File: config.mk
export PLATFORM = sky130hd
export DESIGN_NAME = wsdq_fifo
export DESIGN_NICKNAME = d
export VERILOG_FILES = /design/src/wsdq_pkg.sv /design/src/wsdq_fifo.sv
export SDC_FILE = /design/constraint.sdc
export NUM_CORES = 1
export LEC_CHECK = 0
export ABC_AREA = 0
export BUFFER_PORTS_ARGS = -buffer_cell sky130_fd_sc_hd__buf_2
export CAP_MARGIN = 20
export CORE_ASPECT_RATIO = 0.8
export CORE_MARGIN = 4
export CORE_UTILIZATION = 41
export CTS_CLUSTER_DIAMETER = 50
export DETAILED_ROUTE_END_ITERATION = 16
export PLACE_DENSITY = 0.59
export SLEW_MARGIN = 10
export SYNTH_ARGS = -nofsm -noshare
export SYNTH_HDL_FRONTEND = slang
export SYNTH_SLANG_ARGS = --single-unit
File: constraint.sdc
create_clock -name clk_i -period 7.8 [get_ports clk_i]
set_input_delay 1.56 -clock clk_i [delete_from_list [all_inputs] [get_ports clk_i]]
set_output_delay 1.56 -clock clk_i [all_outputs]
set_load 0.03 [all_outputs]
File: src/wsdq_pkg.sv
// Shared types, constants and the base step table of the wavelet subband quantizer.
// Used by every module of the block; depends on nothing.
package wsdq_pkg;

  localparam int CFG_DIM_W = 13;
  localparam int LVL_W     = 4;
  localparam int QUAL_W    = 7;
  localparam int BASE_W    = 22;
  localparam int QUO_W     = 16;
  localparam int FIFO_DEPTH = 4;
  localparam int FIFO_PTR_W = 2;
  localparam int FIFO_CNT_W = 3;

  localparam logic [2:0] REG_WIDTH     = 3'd0;
  localparam logic [2:0] REG_HEIGHT    = 3'd1;
  localparam logic [2:0] REG_LEVELS    = 3'd2;
  localparam logic [2:0] REG_QUALITY   = 3'd3;
  localparam logic [2:0] REG_DIRECTION = 3'd4;

  localparam logic DIR_QUANTIZE   = 1'b0;
  localparam logic DIR_DEQUANTIZE = 1'b1;

  typedef struct packed {
    logic [CFG_DIM_W-1:0] width;
    logic [CFG_DIM_W-1:0] height;
    logic [LVL_W-1:0]     levels;
    logic [QUAL_W-1:0]    quality;
    logic                 dir;
  } cfg_t;

  typedef struct packed {
    logic              dir;
    logic              zero;
    logic              neg;
    logic [31:0]       mag;
    logic [LVL_W-1:0]  shift;
    logic [LVL_W-1:0]  level;
    logic [BASE_W-1:0] base;
  } item_t;

  // Q6.16 base step for a quality setting, rounded half up.
  function automatic logic [BASE_W-1:0] quality_step(input logic [QUAL_W-1:0] q);
    logic [QUAL_W-1:0] qc;
    logic [BASE_W-1:0] b;
    qc = q;
    if (q == '0) qc = 7'd1;
    if (q > 7'd99) qc = 7'd99;
    case (qc)
      7'd1:  b = 22'((3276800 + 1 / 2) / 1);
      7'd2:  b = 22'((3276800 + 2 / 2) / 2);
      7'd3:  b = 22'((3276800 + 3 / 2) / 3);
      7'd4:  b = 22'((3276800 + 4 / 2) / 4);
      7'd5:  b = 22'((3276800 + 5 / 2) / 5);
      7'd6:  b = 22'((3276800 + 6 / 2) / 6);
      7'd7:  b = 22'((3276800 + 7 / 2) / 7);
      7'd8:  b = 22'((3276800 + 8 / 2) / 8);
      7'd9:  b = 22'((3276800 + 9 / 2) / 9);
      7'd10: b = 22'((3276800 + 10 / 2) / 10);
      7'd11: b = 22'((3276800 + 11 / 2) / 11);
      7'd12: b = 22'((3276800 + 12 / 2) / 12);
      7'd13: b = 22'((3276800 + 13 / 2) / 13);
      7'd14: b = 22'((3276800 + 14 / 2) / 14);
      7'd15: b = 22'((3276800 + 15 / 2) / 15);
      7'd16: b = 22'((3276800 + 16 / 2) / 16);
      7'd17: b = 22'((3276800 + 17 / 2) / 17);
      7'd18: b = 22'((3276800 + 18 / 2) / 18);
      7'd19: b = 22'((3276800 + 19 / 2) / 19);
      7'd20: b = 22'((3276800 + 20 / 2) / 20);
      7'd21: b = 22'((3276800 + 21 / 2) / 21);
      7'd22: b = 22'((3276800 + 22 / 2) / 22);
      7'd23: b = 22'((3276800 + 23 / 2) / 23);
      7'd24: b = 22'((3276800 + 24 / 2) / 24);
      7'd25: b = 22'((3276800 + 25 / 2) / 25);
      7'd26: b = 22'((3276800 + 26 / 2) / 26);
      7'd27: b = 22'((3276800 + 27 / 2) / 27);
      7'd28: b = 22'((3276800 + 28 / 2) / 28);
      7'd29: b = 22'((3276800 + 29 / 2) / 29);
      7'd30: b = 22'((3276800 + 30 / 2) / 30);
      7'd31: b = 22'((3276800 + 31 / 2) / 31);
      7'd32: b = 22'((3276800 + 32 / 2) / 32);
      7'd33: b = 22'((3276800 + 33 / 2) / 33);
      7'd34: b = 22'((3276800 + 34 / 2) / 34);
      7'd35: b = 22'((3276800 + 35 / 2) / 35);
      7'd36: b = 22'((3276800 + 36 / 2) / 36);
      7'd37: b = 22'((3276800 + 37 / 2) / 37);
      7'd38: b = 22'((3276800 + 38 / 2) / 38);
      7'd39: b = 22'((3276800 + 39 / 2) / 39);
      7'd40: b = 22'((3276800 + 40 / 2) / 40);
      7'd41: b = 22'((3276800 + 41 / 2) / 41);
      7'd42: b = 22'((3276800 + 42 / 2) / 42);
      7'd43: b = 22'((3276800 + 43 / 2) / 43);
      7'd44: b = 22'((3276800 + 44 / 2) / 44);
      7'd45: b = 22'((3276800 + 45 / 2) / 45);
      7'd46: b = 22'((3276800 + 46 / 2) / 46);
      7'd47: b = 22'((3276800 + 47 / 2) / 47);
      7'd48: b = 22'((3276800 + 48 / 2) / 48);
      7'd49: b = 22'((3276800 + 49 / 2) / 49);
      7'd50: b = 22'(((200 - 2 * 50) * 65536 + 50) / 100);
      7'd51: b = 22'(((200 - 2 * 51) * 65536 + 50) / 100);
      7'd52: b = 22'(((200 - 2 * 52) * 65536 + 50) / 100);
      7'd53: b = 22'(((200 - 2 * 53) * 65536 + 50) / 100);
      7'd54: b = 22'(((200 - 2 * 54) * 65536 + 50) / 100);
      7'd55: b = 22'(((200 - 2 * 55) * 65536 + 50) / 100);
      7'd56: b = 22'(((200 - 2 * 56) * 65536 + 50) / 100);
      7'd57: b = 22'(((200 - 2 * 57) * 65536 + 50) / 100);
      7'd58: b = 22'(((200 - 2 * 58) * 65536 + 50) / 100);
      7'd59: b = 22'(((200 - 2 * 59) * 65536 + 50) / 100);
      7'd60: b = 22'(((200 - 2 * 60) * 65536 + 50) / 100);
      7'd61: b = 22'(((200 - 2 * 61) * 65536 + 50) / 100);
      7'd62: b = 22'(((200 - 2 * 62) * 65536 + 50) / 100);
      7'd63: b = 22'(((200 - 2 * 63) * 65536 + 50) / 100);
      7'd64: b = 22'(((200 - 2 * 64) * 65536 + 50) / 100);
      7'd65: b = 22'(((200 - 2 * 65) * 65536 + 50) / 100);
      7'd66: b = 22'(((200 - 2 * 66) * 65536 + 50) / 100);
      7'd67: b = 22'(((200 - 2 * 67) * 65536 + 50) / 100);
      7'd68: b = 22'(((200 - 2 * 68) * 65536 + 50) / 100);
      7'd69: b = 22'(((200 - 2 * 69) * 65536 + 50) / 100);
      7'd70: b = 22'(((200 - 2 * 70) * 65536 + 50) / 100);
      7'd71: b = 22'(((200 - 2 * 71) * 65536 + 50) / 100);
      7'd72: b = 22'(((200 - 2 * 72) * 65536 + 50) / 100);
      7'd73: b = 22'(((200 - 2 * 73) * 65536 + 50) / 100);
      7'd74: b = 22'(((200 - 2 * 74) * 65536 + 50) / 100);
      7'd75: b = 22'(((200 - 2 * 75) * 65536 + 50) / 100);
      7'd76: b = 22'(((200 - 2 * 76) * 65536 + 50) / 100);
      7'd77: b = 22'(((200 - 2 * 77) * 65536 + 50) / 100);
      7'd78: b = 22'(((200 - 2 * 78) * 65536 + 50) / 100);
      7'd79: b = 22'(((200 - 2 * 79) * 65536 + 50) / 100);
      7'd80: b = 22'(((200 - 2 * 80) * 65536 + 50) / 100);
      7'd81: b = 22'(((200 - 2 * 81) * 65536 + 50) / 100);
      7'd82: b = 22'(((200 - 2 * 82) * 65536 + 50) / 100);
      7'd83: b = 22'(((200 - 2 * 83) * 65536 + 50) / 100);
      7'd84: b = 22'(((200 - 2 * 84) * 65536 + 50) / 100);
      7'd85: b = 22'(((200 - 2 * 85) * 65536 + 50) / 100);
      7'd86: b = 22'(((200 - 2 * 86) * 65536 + 50) / 100);
      7'd87: b = 22'(((200 - 2 * 87) * 65536 + 50) / 100);
      7'd88: b = 22'(((200 - 2 * 88) * 65536 + 50) / 100);
      7'd89: b = 22'(((200 - 2 * 89) * 65536 + 50) / 100);
      7'd90: b = 22'(((200 - 2 * 90) * 65536 + 50) / 100);
      7'd91: b = 22'(((200 - 2 * 91) * 65536 + 50) / 100);
      7'd92: b = 22'(((200 - 2 * 92) * 65536 + 50) / 100);
      7'd93: b = 22'(((200 - 2 * 93) * 65536 + 50) / 100);
      7'd94: b = 22'(((200 - 2 * 94) * 65536 + 50) / 100);
      7'd95: b = 22'(((200 - 2 * 95) * 65536 + 50) / 100);
      7'd96: b = 22'(((200 - 2 * 96) * 65536 + 50) / 100);
      7'd97: b = 22'(((200 - 2 * 97) * 65536 + 50) / 100);
      7'd98: b = 22'(((200 - 2 * 98) * 65536 + 50) / 100);
      7'd99: b = 22'(((200 - 2 * 99) * 65536 + 50) / 100);
      default: b = '0;
    endcase
    return b;
  endfunction

endpackage

File: src/wsdq_fifo.sv
// Short queue of classified items between the front and the back part.
// Depends on wsdq_pkg.
module wsdq_fifo (
  input  logic            clk_i,
  input  logic            rst_ni,
  input  logic            push_i,
  input  wsdq_pkg::item_t wdata_i,
  output logic            full_o,
  input  logic            pop_i,
  output logic            valid_o,
  output wsdq_pkg::item_t rdata_o
);

  wsdq_pkg::item_t mem_q [wsdq_pkg::FIFO_DEPTH];
  logic [wsdq_pkg::FIFO_PTR_W-1:0] wr_q, wr_d, rd_q, rd_d;
  logic [wsdq_pkg::FIFO_CNT_W-1:0] cnt_q, cnt_d;

  function automatic logic [wsdq_pkg::FIFO_CNT_W-1:0] FIFO_CNT_ONE(input logic b);
    return {{(wsdq_pkg::FIFO_CNT_W-1){1'b0}}, b};
  endfunction

  assign full_o  = cnt_q == wsdq_pkg::FIFO_CNT_W'(wsdq_pkg::FIFO_DEPTH);
  assign valid_o = cnt_q != '0;
  assign rdata_o = mem_q[rd_q];

  always_comb begin
    wr_d  = push_i ? wr_q + 1'b1 : wr_q;
    rd_d  = pop_i ? rd_q + 1'b1 : rd_q;
    cnt_d = cnt_q + FIFO_CNT_ONE(push_i) - FIFO_CNT_ONE(pop_i);
  end

  always_ff @(posedge clk_i or negedge rst_ni) begin
    if (!rst_ni) begin
      wr_q  <= '0;
      rd_q  <= '0;
      cnt_q <= '0;
    end else begin
      wr_q  <= wr_d;
      rd_q  <= rd_d;
      cnt_q <= cnt_d;
    end
  end

  always_ff @(posedge clk_i) begin
    if (push_i) begin
      mem_q[wr_q] <= wdata_i;
    end
  end

`ifndef SYNTHESIS
  a_cnt_bound: assert property (@(posedge clk_i) disable iff (!rst_ni)
    cnt_q <= wsdq_pkg::FIFO_CNT_W'(wsdq_pkg::FIFO_DEPTH))
    else $error("queue count exceeds depth");
  a_no_underrun: assert property (@(posedge clk_i) disable iff (!rst_ni)
    pop_i |-> cnt_q != '0)
    else $error("pop from empty queue");
  a_no_overrun: assert property (@(posedge clk_i) disable iff (!rst_ni)
    push_i |-> (!full_o || pop_i))
    else $error("push into full queue");
  a_ptr_cnt: assert property (@(posedge clk_i) disable iff (!rst_ni)
    (push_i && !pop_i) |=> cnt_q == $past(cnt_q) + 1'b1)
    else $error("queue count did not grow on push");
`endif

endmodule

==> metrics <==
outcome=completed; clock latency at the later pin of the worst-skew pair=0.52 ns; fin cells=860; EDFF count, synth=260; Slowest-stage cell, CP=dfrtp_4; syn_area_per_cell=26.2 um2; Worst Path Buf+Inv=2; Routed WL=18000 um; placed standard-cell area=0.0107 mm2; max-cap viol count=0; Final Skew=0.0109 ns; post_cts resized=0; Crit path required time=6.24 ns; Pleak=3.99 nW; largest net degree at the start of global routing=67; Syn. warnings=0; PD cells=411 mW/mm2; worst setup margin=3.27 ns; flops & latches, synth=267; Critical Path End Type=output pin; 1st-pass router iterations=4; DP HPWL=10000 um; Clock Sink Count=267; DR WL/cell=20.9 um; dpl cells=807; part of the cycle the worst path needs=0.581; antenna violations before repair=1; Sum Neg Setup Slack=0 ns; CTS tree=built; Area Overhead vs Synth=18.8%; CP arrival=2.97 ns; die area=0.0265 mm2; Remaining Overflow, GRT=0; CTS clk-pin slew, worst paths=0.06 ns; DIE WIDTH=181 um; async set-or-reset flop fraction in the synthesized netlist=0.0262; nets=602; Post-Syn Area=0.00980 mm2; critical path type=reg2out; clk buf depth=3; maximum clock rate=221 MHz; htree depth=1; worst-path cell chain=buf_4 -> mux4_2 -> buf_2; CP delay by family, top=buffers and inverters; RD Place Congestion=0.652; Main synth FF type=edfxtp_1; Initial Util=0.418; post-synth cell types=18; peak supply drop=0.000227 V; worst hold path class=reg2reg; crit path max fanout=40; I/O Buffers=135; RSZ-0062 raised after global routing=no; slew margin rel.=0.302; fraction of layout cells with a size suffix above 1=0.458; final hold violation count=0; dpl ws=3.69 ns; area of the core=0.0235 mm2; Cells after Synth=374; Total GRT Usage=0.136; count of final setup violators=0; worst reg2reg setup slack=5.84 ns; Tot Pwr=0.00479 W; Post-Synthesis Net Count=450; hold buffers post-CTS=0; vias in the first global route=4843; ant diodes=0; number of DRC markers in iteration 0=292; area leader, netlist=edfxtp_1; DR vias=4333; Final ANT Viol Nets=0; DRC Markers=0; root buf cell=clkbuf_16; Post-CTS Setup Repair Bufs=0; CP max stage delay=0.84 ns; vias per std cell=5.04; num ports=136; Worst setup SP type=register; top post-synthesis cells by area=edfxtp_1, mux4_2, dfrtp_1; total CTS buffers=29; top-count cell post-synth=edfxtp_1; sequential-to-total area share from yosys stat=0.814; Chip Height=146 um; final instance area=0.0117 mm2; first-pass GRT wire length=28100 um; Slew Limit Fails=0; Final min period=4.53 ns; synth cell count leaders=edfxtp_1, mux4_2, dfrtp_1; Slew @ Worst Pin=1.05 ns; share of the synthesized area in the top cell type=0.796; # rows=50
==> flip-flops by register name, indices dropped and copies added (netlist names) <==
name / cells
cnt_q: 3
wr_q: 2
rd_q: 2
mem_q: 260
==> report_power, final <==
group | switching, W | internal [W] | leakage (nW) | total, W
clock network | 0.000525 | 0.000746 | 0.439 | 0.00127
logic | 0.000902 | 0.000549 | 1.08 | 0.00145
registers | 0.000181 | 0.00188 | 2.47 | 0.00207
total | 0.00161 | 0.00318 | 3.99 | 0.00479
==> cell usage in the layout (no fill, tap or decap) <==
| cell | count |
|---|---|
| and2_4 | 4 |
| xor2_1 | 3 |
| inv_1 | 6 |
| mux4_2 | 65 |
| or3_1 | 1 |
| clkinvlp_4 | 3 |
| and3_1 | 1 |
| xnor2_1 | 2 |
| inv_6 | 1 |
| dfrtp_1 | 5 |
| clkbuf_16 | 29 |
| ha_1 | 6 |
| clkinv_1 | 3 |
| inv_8 | 1 |
| nand2_1 | 2 |
| buf_2 | 135 |
| clkinv_2 | 6 |
| o21ai_0 | 1 |
| dfrtp_4 | 2 |
| clkbuf_1 | 6 |
| edfxtp_1 | 260 |
| fa_1 | 1 |
| clkbuf_8 | 3 |
| bufinv_16 | 1 |
| buf_4 | 1 |
==> per-layer routing <==
layer	wire [um]	share of wire	global-route usage	vias up
met5	13	0.00072	0	-
met4	379	0.021	0.0283	2
met3	1110	0.062	0.0364	31
met2	8650	0.48	0.221	128
met1	7860	0.44	0.189	2272
li1	-	-	-	1900
==> worst paths after layout <==
check / startpoint / to / cells past startpoint
max: rd_q[0] / rdata_o[12] / 3
min: wr_q[0] / wr_q[0] / 1
max reg2reg: wr_q[0] / mem_q[2][3] / 3
min reg2reg: wr_q[0] / wr_q[0] / 1
max in group asynchronous: rst_ni / rd_q[0] / 1
min in group asynchronous: rst_ni / cnt_q[0] / 1
==> final cells by class <==
cell class	count	area, um2
well taps	312	390
repair buffers	136	683
fillers	1893	11800
multi-input cells	86	1660
clock buffers	38	790
clock inverters	15	114
inverters	6	22.5
flip-flops and latches	267	7990
==> cell families after synthesis <==
kind of cell / synth area share
mux: 0.149
buf+inv: 0.0172
xor+xnor: 0.00447
flops: 0.814
compound gates: 0.000510
simple gates: 0.00459
fa+ha+maj: 0.00970
==> metrics by stage <==
stage / hold WS, ns / utilization
finish: 0.540 / 0.497
global route: 0.563 / 0.497
CTS: 0.548 / 0.497
detailed placement: 0.539 / 0.458
global placement: 0.507 / 0.458
floorplan: 0.491 / -
Note: power is estimated with default switching activity, not from simulation.
