`src/wsdq_pkg.sv`:
```
// Shared types, constants and the base step table of the wavelet subband quantizer.
// Used by every module of the block; depends on nothing.
package wsdq_pkg;

  localparam int CFG_DIM_W = 13;
  localparam int LVL_W     = 4;
  localparam int QUAL_W    = 7;
  localparam int BASE_W    = 22;
  localparam int QUO_W     = 16;
  localparam int FIFO_DEPTH = 4;
  localparam int FIFO_PTR_W = 2;
  localparam int FIFO_CNT_W = 3;

  localparam logic [2:0] REG_WIDTH     = 3'd0;
  localparam logic [2:0] REG_HEIGHT    = 3'd1;
  localparam logic [2:0] REG_LEVELS    = 3'd2;
  localparam logic [2:0] REG_QUALITY   = 3'd3;
  localparam logic [2:0] REG_DIRECTION = 3'd4;

  localparam logic DIR_QUANTIZE   = 1'b0;
  localparam logic DIR_DEQUANTIZE = 1'b1;

  typedef struct packed {
    logic [CFG_DIM_W-1:0] width;
    logic [CFG_DIM_W-1:0] height;
    logic [LVL_W-1:0]     levels;
    logic [QUAL_W-1:0]    quality;
    logic                 dir;
  } cfg_t;

  typedef struct packed {
    logic              dir;
    logic              zero;
    logic              neg;
    logic [31:0]       mag;
    logic [LVL_W-1:0]  shift;
    logic [LVL_W-1:0]  level;
    logic [BASE_W-1:0] base;
  } item_t;

  // Q6.16 base step for a quality setting, rounded half up.
  function automatic logic [BASE_W-1:0] quality_step(input logic [QUAL_W-1:0] q);
    logic [QUAL_W-1:0] qc;
    logic [BASE_W-1:0] b;
    qc = q;
    if (q == '0) qc = 7'd1;
    if (q > 7'd99) qc = 7'd99;
    case (qc)
      7'd1:  b = 22'((3276800 + 1 / 2) / 1);
      7'd2:  b = 22'((3276800 + 2 / 2) / 2);
      7'd3:  b = 22'((3276800 + 3 / 2) / 3);
      7'd4:  b = 22'((3276800 + 4 / 2) / 4);
      7'd5:  b = 22'((3276800 + 5 / 2) / 5);
      7'd6:  b = 22'((3276800 + 6 / 2) / 6);
      7'd7:  b = 22'((3276800 + 7 / 2) / 7);
      7'd8:  b = 22'((3276800 + 8 / 2) / 8);
      7'd9:  b = 22'((3276800 + 9 / 2) / 9);
      7'd10: b = 22'((3276800 + 10 / 2) / 10);
      7'd11: b = 22'((3276800 + 11 / 2) / 11);
      7'd12: b = 22'((3276800 + 12 / 2) / 12);
      7'd13: b = 22'((3276800 + 13 / 2) / 13);
      7'd14: b = 22'((3276800 + 14 / 2) / 14);
      7'd15: b = 22'((3276800 + 15 / 2) / 15);
      7'd16: b = 22'((3276800 + 16 / 2) / 16);
      7'd17: b = 22'((3276800 + 17 / 2) / 17);
      7'd18: b = 22'((3276800 + 18 / 2) / 18);
      7'd19: b = 22'((3276800 + 19 / 2) / 19);
      7'd20: b = 22'((3276800 + 20 / 2) / 20);
      7'd21: b = 22'((3276800 + 21 / 2) / 21);
      7'd22: b = 22'((3276800 + 22 / 2) / 22);
      7'd23: b = 22'((3276800 + 23 / 2) / 23);
      7'd24: b = 22'((3276800 + 24 / 2) / 24);
      7'd25: b = 22'((3276800 + 25 / 2) / 25);
      7'd26: b = 22'((3276800 + 26 / 2) / 26);
      7'd27: b = 22'((3276800 + 27 / 2) / 27);
      7'd28: b = 22'((3276800 + 28 / 2) / 28);
      7'd29: b = 22'((3276800 + 29 / 2) / 29);
      7'd30: b = 22'((3276800 + 30 / 2) / 30);
      7'd31: b = 22'((3276800 + 31 / 2) / 31);
      7'd32: b = 22'((3276800 + 32 / 2) / 32);
      7'd33: b = 22'((3276800 + 33 / 2) / 33);
      7'd34: b = 22'((3276800 + 34 / 2) / 34);
      7'd35: b = 22'((3276800 + 35 / 2) / 35);
      7'd36: b = 22'((3276800 + 36 / 2) / 36);
      7'd37: b = 22'((3276800 + 37 / 2) / 37);
      7'd38: b = 22'((3276800 + 38 / 2) / 38);
      7'd39: b = 22'((3276800 + 39 / 2) / 39);
      7'd40: b = 22'((3276800 + 40 / 2) / 40);
      7'd41: b = 22'((3276800 + 41 / 2) / 41);
      7'd42: b = 22'((3276800 + 42 / 2) / 42);
      7'd43: b = 22'((3276800 + 43 / 2) / 43);
      7'd44: b = 22'((3276800 + 44 / 2) / 44);
      7'd45: b = 22'((3276800 + 45 / 2) / 45);
      7'd46: b = 22'((3276800 + 46 / 2) / 46);
      7'd47: b = 22'((3276800 + 47 / 2) / 47);
      7'd48: b = 22'((3276800 + 48 / 2) / 48);
      7'd49: b = 22'((3276800 + 49 / 2) / 49);
      7'd50: b = 22'(((200 - 2 * 50) * 65536 + 50) / 100);
      7'd51: b = 22'(((200 - 2 * 51) * 65536 + 50) / 100);
      7'd52: b = 22'(((200 - 2 * 52) * 65536 + 50) / 100);
      7'd53: b = 22'(((200 - 2 * 53) * 65536 + 50) / 100);
      7'd54: b = 22'(((200 - 2 * 54) * 65536 + 50) / 100);
      7'd55: b = 22'(((200 - 2 * 55) * 65536 + 50) / 100);
      7'd56: b = 22'(((200 - 2 * 56) * 65536 + 50) / 100);
      7'd57: b = 22'(((200 - 2 * 57) * 65536 + 50) / 100);
      7'd58: b = 22'(((200 - 2 * 58) * 65536 + 50) / 100);
      7'd59: b = 22'(((200 - 2 * 59) * 65536 + 50) / 100);
      7'd60: b = 22'(((200 - 2 * 60) * 65536 + 50) / 100);
      7'd61: b = 22'(((200 - 2 * 61) * 65536 + 50) / 100);
      7'd62: b = 22'(((200 - 2 * 62) * 65536 + 50) / 100);
      7'd63: b = 22'(((200 - 2 * 63) * 65536 + 50) / 100);
      7'd64: b = 22'(((200 - 2 * 64) * 65536 + 50) / 100);
      7'd65: b = 22'(((200 - 2 * 65) * 65536 + 50) / 100);
      7'd66: b = 22'(((200 - 2 * 66) * 65536 + 50) / 100);
      7'd67: b = 22'(((200 - 2 * 67) * 65536 + 50) / 100);
      7'd68: b = 22'(((200 - 2 * 68) * 65536 + 50) / 100);
      7'd69: b = 22'(((200 - 2 * 69) * 65536 + 50) / 100);
      7'd70: b = 22'(((200 - 2 * 70) * 65536 + 50) / 100);
      7'd71: b = 22'(((200 - 2 * 71) * 65536 + 50) / 100);
      7'd72: b = 22'(((200 - 2 * 72) * 65536 + 50) / 100);
      7'd73: b = 22'(((200 - 2 * 73) * 65536 + 50) / 100);
      7'd74: b = 22'(((200 - 2 * 74) * 65536 + 50) / 100);
      7'd75: b = 22'(((200 - 2 * 75) * 65536 + 50) / 100);
      7'd76: b = 22'(((200 - 2 * 76) * 65536 + 50) / 100);
      7'd77: b = 22'(((200 - 2 * 77) * 65536 + 50) / 100);
      7'd78: b = 22'(((200 - 2 * 78) * 65536 + 50) / 100);
      7'd79: b = 22'(((200 - 2 * 79) * 65536 + 50) / 100);
      7'd80: b = 22'(((200 - 2 * 80) * 65536 + 50) / 100);
      7'd81: b = 22'(((200 - 2 * 81) * 65536 + 50) / 100);
      7'd82: b = 22'(((200 - 2 * 82) * 65536 + 50) / 100);
      7'd83: b = 22'(((200 - 2 * 83) * 65536 + 50) / 100);
      7'd84: b = 22'(((200 - 2 * 84) * 65536 + 50) / 100);
      7'd85: b = 22'(((200 - 2 * 85) * 65536 + 50) / 100);
      7'd86: b = 22'(((200 - 2 * 86) * 65536 + 50) / 100);
      7'd87: b = 22'(((200 - 2 * 87) * 65536 + 50) / 100);
      7'd88: b = 22'(((200 - 2 * 88) * 65536 + 50) / 100);
      7'd89: b = 22'(((200 - 2 * 89) * 65536 + 50) / 100);
      7'd90: b = 22'(((200 - 2 * 90) * 65536 + 50) / 100);
      7'd91: b = 22'(((200 - 2 * 91) * 65536 + 50) / 100);
      7'd92: b = 22'(((200 - 2 * 92) * 65536 + 50) / 100);
      7'd93: b = 22'(((200 - 2 * 93) * 65536 + 50) / 100);
      7'd94: b = 22'(((200 - 2 * 94) * 65536 + 50) / 100);
      7'd95: b = 22'(((200 - 2 * 95) * 65536 + 50) / 100);
      7'd96: b = 22'(((200 - 2 * 96) * 65536 + 50) / 100);
      7'd97: b = 22'(((200 - 2 * 97) * 65536 + 50) / 100);
      7'd98: b = 22'(((200 - 2 * 98) * 65536 + 50) / 100);
      7'd99: b = 22'(((200 - 2 * 99) * 65536 + 50) / 100);
      default: b = '0;
    endcase
    return b;
  endfunction

endpackage

```
`src/wsdq_front.sv`:
```
// Front part: classifies a coefficient position into its subband and step shift.
// Depends on wsdq_pkg.
module wsdq_front #(
  parameter int MAX_LEVELS    = 8,
  parameter int MAX_DIMENSION = 4096
) (
  input  wsdq_pkg::cfg_t       cfg_i,
  input  logic signed [31:0]   coefficient_i,
  input  logic        [11:0]   row_i,
  input  logic        [11:0]   column_i,
  output wsdq_pkg::item_t      item_o
);

  logic [wsdq_pkg::CFG_DIM_W-1:0] w, h;
  logic [wsdq_pkg::LVL_W-1:0]     lv, cnt, level;
  logic [MAX_LEVELS:0]            in_region;
  logic                           ll, zero;

  always_comb begin
    w = cfg_i.width;
    h = cfg_i.height;
    if (MAX_DIMENSION < 8192 && cfg_i.width > 13'(MAX_DIMENSION)) w = 13'(MAX_DIMENSION);
    if (MAX_DIMENSION < 8192 && cfg_i.height > 13'(MAX_DIMENSION)) h = 13'(MAX_DIMENSION);
    lv = cfg_i.levels;
    if (cfg_i.levels == '0) lv = 4'd1;
    if (cfg_i.levels > 4'(MAX_LEVELS)) lv = 4'(MAX_LEVELS);
    for (int j = 0; j <= MAX_LEVELS; j++) begin
      in_region[j] = ({1'b0, row_i} < (h >> j)) && ({1'b0, column_i} < (w >> j));
    end
    cnt = '0;
    ll  = 1'b0;
    for (int j = 1; j <= MAX_LEVELS; j++) begin
      if (4'(j) < lv && in_region[j]) cnt = cnt + 4'd1;
      if (4'(j) == lv) ll = in_region[j];
    end
    zero  = !in_region[0];
    level = zero ? '0 : (ll ? lv : cnt);
  end

  always_comb begin
    item_o.dir   = cfg_i.dir;
    item_o.zero  = zero;
    item_o.neg   = coefficient_i[31];
    item_o.mag   = coefficient_i[31] ? unsigned'(-coefficient_i) : unsigned'(coefficient_i);
    item_o.shift = lv - level;
    item_o.level = level;
    item_o.base  = wsdq_pkg::quality_step(cfg_i.quality);
  end

endmodule

```
`config.mk`:
```
export PLATFORM = sky130hd
export DESIGN_NAME = wsdq_front
export DESIGN_NICKNAME = d
export VERILOG_FILES = /design/src/wsdq_pkg.sv /design/src/wsdq_front.sv
export SDC_FILE = /design/constraint.sdc
export NUM_CORES = 1
export LEC_CHECK = 0
export BUFFER_PORTS_ARGS = -buffer_cell sky130_fd_sc_hd__buf_2
export CORE_ASPECT_RATIO = 1.1
export CORE_UTILIZATION = 59
export DETAILED_ROUTE_END_ITERATION = 6
export GPL_TIMING_DRIVEN = 0
export PLACE_DENSITY_LB_ADDON = 0.15
export SLEW_MARGIN = 0
export SYNTH_ARGS = -nofsm -noshare
export SYNTH_HDL_FRONTEND = slang
export SYNTH_SLANG_ARGS = --single-unit
```
`constraint.sdc`:
```
create_clock -name vclk -period 8.4
set_clock_uncertainty 0.15 [all_clocks]
set_input_delay 0.84 -clock vclk [all_inputs]
set_output_delay 0.84 -clock vclk [all_outputs]
set_load 0.01 [all_outputs]
```
==> out/metrics.cfg, run 1 <==
[place]
io_buffers=155
place_area_um2=8480
dp_hpwl_um=25100
post-place-ws_ns=-0.720
gp_congestion=1.13

[logic_synthesis]
syn_avg_cell_area_um2=6.84
syn-num-nets=1356
ys_seq_area_share_pct=0
syn_area_um2=7510
yosys_warnings=0
synthCells=1098
synth.distinct_cells=80

[critical_path]
path_max_fanout=17
critical-path-slowest-cell=a2111oi_0
critPathRequiredTime_ns=7.41
cpPeakStageDelay_ns=0.66
crit_path_end_kind=primary output
startpoint=cfg_i[37]
cp_data_arrival_time_ns=7.12
critical_path_class=input pin to primary output
crit_buf_inv=5
cp_top_family=adder cells
endpoint=item_o[29]
cp-start-kind=input pin
path_depth=29

[drt]
drc=25
wl_um=33200
vias_per_cell=7.40
wire_per_inst_um=23.5
first_pass_iters=7
antenna_left=0
drt_iter0_drc=1731
routed-via-count=10421

[grt]
met2_usage_pct=79.0
grt_pass1_wl_um=52000
grt_pass1_vias=9831
antenna_found_initial=1
grt_max_degree=18
use_met1_pct=57.1
grt_use_met3_pct=19.7
grt_use_total_pct=50.8
gr-total-overflow=0
grt_busiest_layer=met2

[die]
die_area_um2=13200
ios=159
core_area_um2=12200
initial_core_util_pct=61.6
die_w_um=110
die_h_um=120
num_rows=42

[outcome]
violations=design-rule violations
status=complete, but fails checks

[layout]
nets=1514
final_util_pct=70.1
area_delta_synth_final_pct=13.9
layout-drive-gt1-share_pct=15.6
nFillCells=987
ff_latch_area_um2=0
flops_and_latches=0
clkbuf_count=0
antenna-diode-count=0
final_cell_area_um2=8550

[timing]
setup_ws_ns=0.285
fmax_ghz=0.123
tightestPinTransition_ns=1.00
layout_min_cycle_time_ns=8.11
finalHoldViolations=0
drv_slew=0
setup_viol=0
slew_headroom_pct=33.1
min_period_over_period_pct=96.6

[power]
p_per_area_nw_per_um2=68.1
total_power_mw=0.582
p_leak_nw=3.65
vdd_drop_max_mv=0.0510

[min_path]
hold_path.class=input pin to primary output
hold_depth=2

[job]
maxCapViolCount=0

-- per-stage QoR --
stage	setup TNS, ns	hold slack [ns]	cells
after detailed placement	-1.45	1.71	1407
final	0	1.72	1408
after floorplan	0	1.58	1098
after global placement	-0.918	1.71	1407
after CTS	0	1.72	1407
after global routing	-0.0367	1.72	1408
-- cells in the final DEF, fill, tap and decap left out, types with 6 or more instances in the layout --
cell type and n:
nand2b_1 7, buf_4 7, nand4_1 16, inv_1 34, nor4_1 18, nor4b_1 7, a221oi_1 9, nand2_1 119
o32ai_1 6, o21ai_0 92, clkbuf_1 54, a211oi_1 25, o31ai_1 13, or4_1 6, a21o_1 18, nand3_1 20
nor3_1 23, xor2_1 6, buf_2 157, a21oi_1 93, nor2b_1 9, o22ai_1 17, a22oi_1 10, nor2_1 86
ha_1 162, or3_1 9, o21ai_1 7, a31oi_1 22, xnor2_1 44, mux2i_1 9, o211ai_1 29
-- area by class of cell --
class / count / area (um^2) / share of cell area, %
inverter: 41 / 154 / 1.80
tap: 154 / 193 / 2.25
buffer: 67 / 284 / 3.32
timing repair buffer: 157 / 791 / 9.25
multi-input combinational: 989 / 7130 / 83.4
-- worst min-delay path by stage --
stage / endpoint / slack (ns) / from
finish: item_o[64] / 1.72 / cfg_i[0]
CTS: item_o[64] / 1.72 / cfg_i[0]
floorplan: item_o[61] / 1.58 / coefficient_i[30]
global placement: item_o[64] / 1.71 / cfg_i[0]
detailed placement: item_o[64] / 1.71 / cfg_i[0]
global route: item_o[64] / 1.72 / cfg_i[0]
-- where the power goes --
part	internal (mW)	switching (mW)
Combinational	0.210	0.372
Sequential	0	0
Clock	0	0
-- synthesized netlist by cell type, types with 13 or more instances --
master | n | share of area [%]
ha_1 | 163 | 27
nand2_1 | 122 | 6.1
a21oi_1 | 93 | 6.2
o21ai_0 | 93 | 6.2
nor2_1 | 86 | 4.3
clkbuf_1 | 57 | 2.9
xnor2_1 | 45 | 5.3
inv_1 | 35 | 1.8
o211ai_1 | 29 | 2.9
a211oi_1 | 25 | 2.5
nor3_1 | 24 | 1.6
a31oi_1 | 22 | 1.8
nand3_1 | 20 | 1.3
a21o_1 | 18 | 1.8
nor4_1 | 18 | 1.5
o22ai_1 | 17 | 1.4
nand4_1 | 16 | 1.3
o31ai_1 | 13 | 1.3
-- what timing repair did --
item / in CTS / in global routing
endpoints found under the setup margin: 4 / 3
gates resized for setup: 8 / 16
pin swaps: 1 / 2
setup buffers: 0 / 2
hold buffers: 0 / 0
-- per-layer routing --
| metal | up-vias | wire length (um) | share of wire (%) |
|---|---|---|---|
| met5 | - | 0 | 0 |
| met2 | 958 | 14300 | 43 |
| met3 | 269 | 4770 | 14 |
| met1 | 4630 | 11300 | 34 |
| li1 | 4564 | - | - |
| met4 | 0 | 2790 | 8.4 |
-- cell families (layout without fill, tap and decap cells) --
kind of cell / Yosys count / in the layout / share of synthesized area, %
AO/OA/AOI/OAI: 410 / 410 / 35.4
adder cells (fa/ha/maj): 164 / 164 / 27.4
XOR/XNOR: 53 / 53 / 6.38
multiplexers: 12 / 12 / 1.95
buffers and inverters: 109 / 265 / 5.68
AND/OR/NAND/NOR: 350 / 350 / 23.1
Power figures use the tool's default switching activity.
==> run 2, diff against run 1 <==
- ABC_AREA: not set -> 1
==> run 2 against run 1 <==
The flow still finishes with violations (design-rule violations). Global-route usage down 8.4 points. Wire length shrank 17%. Die area shrank 3.7%. Cell count is 9.4% higher. Design area is 4.0% lower. Setup slack gained 0.31 ns. Highest routed layer unchanged.
==> out/metrics.cfg, run 2 <==
[place]
io_buffers=155  ; unchanged
placedCellCount=1541  ; +9.5%
gp_congestion=1.08  ; -4.1%
dp_hpwl_um=21900  ; -13%

[power]
vdd_drop_max_mv=0.0542  ; +6.1%
p_leak_nw=4.26  ; +17%
p_per_area_nw_per_um2=62.1  ; -8.8%

[outcome]
status=complete, but fails checks
violations=design-rule violations

[logic_synthesis]
synth_area_leaders=ha_1 (28%), nand2_1 (13%), inv_1 (8.4%)
yosysMostFrequentCell=nand2_1
yosysTopAreaCellShare_pct=28.2  ; +1.1 points
yosys_warnings=0  ; unchanged
synth.distinct_cells=57  ; -29%
synth.top_cells.by_count=nand2_1 (246), ha_1 (163), inv_1 (162)
synthCells=1232  ; +12%
syn_avg_cell_area_um2=5.87  ; -14%
syn-num-nets=1490  ; +9.9%
syn_area_um2=7230  ; -3.7%
ys_seq_area_share_pct=0  ; unchanged
synth_top_area_cell=ha_1

[die]
die_w_um=108  ; -1.9%
num_rows=42  ; unchanged
core_area_um2=12000  ; -1.7%
die_area_um2=12700  ; -3.7%
die_h_um=118  ; -1.9%
ios=159  ; unchanged
initial_core_util_pct=60.3  ; -1.3 points

[layout]
flops_and_latches=0  ; unchanged
layout-drive-gt1-share_pct=14.0  ; -1.6 points
nets=1647  ; +8.8%
ff_latch_area_um2=0  ; unchanged
layout_commonest_cell=nand2_1
area_delta_synth_final_pct=13.7
antenna-diode-count=0  ; unchanged
final_cells=1541  ; +9.4%
final_cell_mix=nand2_1 (246), ha_1 (163), inv_1 (162)
clkbuf_count=0  ; unchanged

[critical_path]
critPathMostFrequentCell=nand2_1
cpPeakStageDelay_ns=0.57  ; -0.09 ns
path_max_fanout=10  ; -7
critPathRequiredTime_ns=7.41  ; about the same
cp_data_arrival_time_ns=6.82  ; -0.30 ns
cp-start-kind=input pin
critical_path_class=input pin to primary output
crit_path_end_kind=primary output
critical-path-slowest-cell=nor4_1

[timing]
fmax_ghz=0.128  ; +3.9%
min_period_over_period_pct=93.0  ; -3.6 points
tightestPinTransition_ns=0.842  ; -0.158 ns
setup_viol=0  ; unchanged
finalHoldViolations=0  ; unchanged
slew_headroom_pct=43.7  ; +11 points
drv_slew=0  ; unchanged
rsz0062_at_grt=no
tns_ns=0  ; unchanged
layout_min_cycle_time_ns=7.81  ; -0.307 ns

[grt]
grt_use_total_pct=42.4  ; -8.4 points
antenna_found_initial=0  ; -1
grt_pass1_wl_um=43400  ; -17%
grt_max_degree=15  ; -3
gr-total-overflow=0  ; unchanged
grt_pass1_vias=9029  ; -8.2%

[drt]
drc=42  ; +68%
drt_iter0_drc=1452  ; -16%
wl_met3_um=3100  ; -35%
antenna_left=0  ; unchanged
wl_met2_um=12400  ; -13%
vias_per_cell=6.29  ; -15%
first_pass_iters=7  ; unchanged
routed-via-count=9696  ; -7.0%
wl_um=27600  ; -17%
highest_layer=met4
wire_per_inst_um=17.9  ; -24%
met1_length_um=10800  ; -3.7%

[cts]
post_cts_buffers=0  ; unchanged
cts_hold_buffers=0  ; unchanged

[job]
maxCapViolCount=0  ; unchanged

[min_path]
hold_end=item_o[64]
hold_path.class=input pin to primary output
worstHoldStart=cfg_i[0]
hold_depth=2  ; unchanged

-- run 2: worst max path at each step --
stage	from	end	slack, ns	cells after the start
CTS	cfg_i[17]	item_o[29]	0.08	42
floorplan	cfg_i[17]	item_o[29]	1.55	40
finish	cfg_i[29]	item_o[29]	0.59	42
detailed placement	cfg_i[17]	item_o[29]	0.09	42
global route	cfg_i[23]	item_o[29]	0.05	42
global placement	cfg_i[24]	item_o[29]	0.26	37
-- run 2: kinds of logic after synthesis --
family                   count (synthesis)  synth area share, %
AND/OR/NAND/NOR                        563                 34.6
AO/OA/AOI/OAI                          275                 22.3
buffers and inverters                  197                 10.6
adder cells (fa/ha/maj)                164                 28.5
XOR/XNOR                                33                 4.00
-- run 2: stage by stage --
step	hold slack (ns)	util (%)	power [mW]	setup WS, ns	area [um^2]
final	1.71	68.5	0.510	0.592	8210
after global routing	1.73	68.5	0.561	0.0459	8210
after CTS	1.72	68.4	0.489	0.0750	8190
after detailed placement	1.72	68.4	0.486	0.0857	8190
after global placement	1.71	68.4	0.474	0.255	8190
after floorplan	1.61	-	0.313	1.55	7230
-- run 2: per-layer routing --
layer / track usage, % / vias up
met1: 53.0 / 4310
met5: 0 / -
met2: 70.0 / 674
li1: - / 4579
met4: 16.8 / 0
met3: 8.97 / 133
-- run 2: final cells by class --
type                       instances  area [um^2]
buffer                            32          149
fill                            1097         3770
inverter                         165          619
multi-input combinational       1035         6480
tap                              154          193
timing repair buffer             155          776
-- run 2: critical path, delay by kind of cell --
kind                       cells  cell delay [ns]
and+or+nand+nor               27             3.38
buffers and inverters          7             0.63
xor gates and xnor gates       1             0.23
AOI/OAI and AO/OA              2             0.31
adders and majority gates      5             1.44
-- run 2: timing repair --
item,CTS,global route
resized for setup,0,3
endpoints found under the setup margin,0,3
endpoints found under the hold margin,0,0
-- run 2: power breakdown --
group	internal, mW	leakage (nW)	switching [mW]
clock network	0	0	0
logic	0.178	4.26	0.332
registers	0	0	0
total	0.178	4.26	0.332
==> run 3, diff against run 2 <==
- clock period: 8.4 -> 8.7 ns (I/O delays scaled with it)
==> run 3 against run 2 <==
The flow still finishes with violations (design-rule violations). Sequential share of layout area is the same. Core utilization shrank 0.10 points. Global-route usage is the same. Non-clock buffer count is the same. Total power shrank 3.8%. Largest power group unchanged. Cell count is the same. Wire length shrank 0.83%. Critical path type unchanged. Die area is the same. First-iteration DRC count shrank 2.5%. Highest routed layer unchanged. Setup slack gained 0.14 ns. Critical path depth is the same.
==> out/metrics.cfg, run 3 (synthesis gave the netlist of run 2 again) <==
[outcome]
status=complete, but fails checks
violations=design-rule violations

[power]
swShare_pct=65.1  ; about the same
p_per_area_nw_per_um2=59.8  ; -3.6%
pwr-share-comb_pct=100.0  ; about the same
p_leak_nw=4.26  ; about the same
power.share.clock_pct=0  ; unchanged
p_int_mw=0.172  ; -3.6%
p_switching_mw=0.319  ; -3.9%
pwr-share-seq_pct=0  ; unchanged
vdd_drop_max_mv=0.0513  ; -5.2%

[timing]
setup_viol=0  ; unchanged
tightestPinTransition_ns=0.767  ; -0.0751 ns
tns_ns=0  ; unchanged
fmax_ghz=0.126
layout_min_cycle_time_ns=7.97
min_period_over_period_pct=91.6
finalHoldViolations=0  ; unchanged
rsz0062_at_grt=no
drv_slew=0  ; unchanged
setup_ws_ns=0.733  ; +0.142 ns
slew_headroom_pct=48.7  ; +5.0 points

[min_path]
hold_path.class=input pin to primary output

[critical_path]
critPathRequiredTime_ns=7.68  ; +0.27 ns
crit_path_end_kind=primary output
critical_path_class=input pin to primary output
path_max_fanout=10  ; unchanged
cpPeakStageDelay_ns=0.56  ; about the same
cp_data_arrival_time_ns=6.95  ; +0.13 ns
cp-start-kind=input pin
critical-path-slowest-cell=a2111oi_2
critPathMostFrequentCell=nand2_1

[place]
io_buffers=155  ; unchanged
post-place-ws_ns=0.326  ; +0.240 ns
gp_congestion=1.08  ; unchanged
dp_hpwl_um=21900  ; unchanged

[grt]
grt_max_degree=15  ; unchanged
antenna_found_initial=0  ; unchanged
gr-total-overflow=0  ; unchanged
grt_use_total_pct=42.4  ; unchanged
grt_pass1_vias=9029  ; unchanged
grt_pass1_wl_um=43400  ; unchanged

[layout]
nFillCells=1097  ; unchanged
nets=1647  ; unchanged
ff_latch_area_um2=0  ; unchanged
area_delta_synth_final_pct=13.5
final_cell_mix=nand2_1 (246), ha_1 (163), inv_1 (162)
layout_commonest_cell=nand2_1
antenna-diode-count=0  ; unchanged
multi_input_area_um2=6460  ; -0.19%
layout-drive-gt1-share_pct=14.0  ; unchanged
flops_and_latches=0  ; unchanged
clkbuf_count=0  ; unchanged

[die]
ios=159  ; unchanged
num_rows=42  ; unchanged
die_w_um=108  ; unchanged
die_h_um=118  ; unchanged
core_area_um2=12000  ; unchanged
initial_core_util_pct=60.3  ; unchanged
die_area_um2=12700  ; unchanged

[drt]
wire_per_inst_um=17.8  ; -0.83%
vias_per_cell=6.29  ; about the same
wl_um=27400  ; -0.83%
antenna_left=0  ; unchanged
first_pass_iters=7  ; unchanged
drt_iter0_drc=1416  ; -2.5%
drc=23  ; -45%
routed-via-count=9700  ; +0.041%

[cts]
cts_hold_buffers=0  ; unchanged
post_cts_buffers=0  ; unchanged

[job]
maxCapViolCount=0  ; unchanged

-- run 3: through the flow --
| step | area, um^2 | utilization, % | hold slack [ns] | instances | total power [mW] |
|---|---|---|---|---|---|
| CTS | 8190 | 68.4 | 1.78 | 1541 | 0.472 |
| finish | 8200 | 68.4 | 1.77 | 1541 | 0.491 |
| global route | 8200 | 68.4 | 1.79 | 1541 | 0.541 |
| detailed placement | 8190 | 68.4 | 1.78 | 1541 | 0.470 |
| floorplan | 7230 | - | 1.67 | 1232 | 0.302 |
| global placement | 8190 | 68.4 | 1.77 | 1541 | 0.458 |
-- run 3: worst max-delay path: cells and delay by family --
kind                       cells  cell delay, ns
buffers and inverters          7            0.73
and+or+nand+nor               23            2.35
adders and majority gates      5            1.39
AOI/OAI and AO/OA              6            1.37
xor gates and xnor gates       1            0.23
-- run 3: area by class of cell --
type                       instances  area share, %
buffer                            32           1.82
inverter                         165           7.55
multi-input combinational       1035           78.8
tap                              154           2.35
timing repair buffer             155           9.46
-- run 3: power by group through the flow --
| stage | combinational, mW | clock [mW] | sequential, mW |
|---|---|---|---|
| floorplan | 0.302 | 0 | 0 |
| global placement | 0.458 | 0 | 0 |
| detailed placement | 0.470 | 0 | 0 |
| CTS | 0.472 | 0 | 0 |
| global route | 0.541 | 0 | 0 |
| finish | 0.491 | 0 | 0 |
-- run 3: final timing paths --
kind,start,endpoint,slack (ns),cells after the start
worst max-delay path,cfg_i[17],item_o[29],0.73,42
worst min-delay path,cfg_i[0],item_o[64],1.77,2
-- run 3: timing repair --
item	in CTS	in global routing
endpoints found under the hold margin	0	0
endpoints found under the setup margin	0	1
resized for setup	0	2
-- run 3: per-layer routing --
layer	track usage, %	wire [um]
met1	53.0	10800
met5	0	0
met2	70.0	12400
met4	16.8	1290
met3	8.97	2960
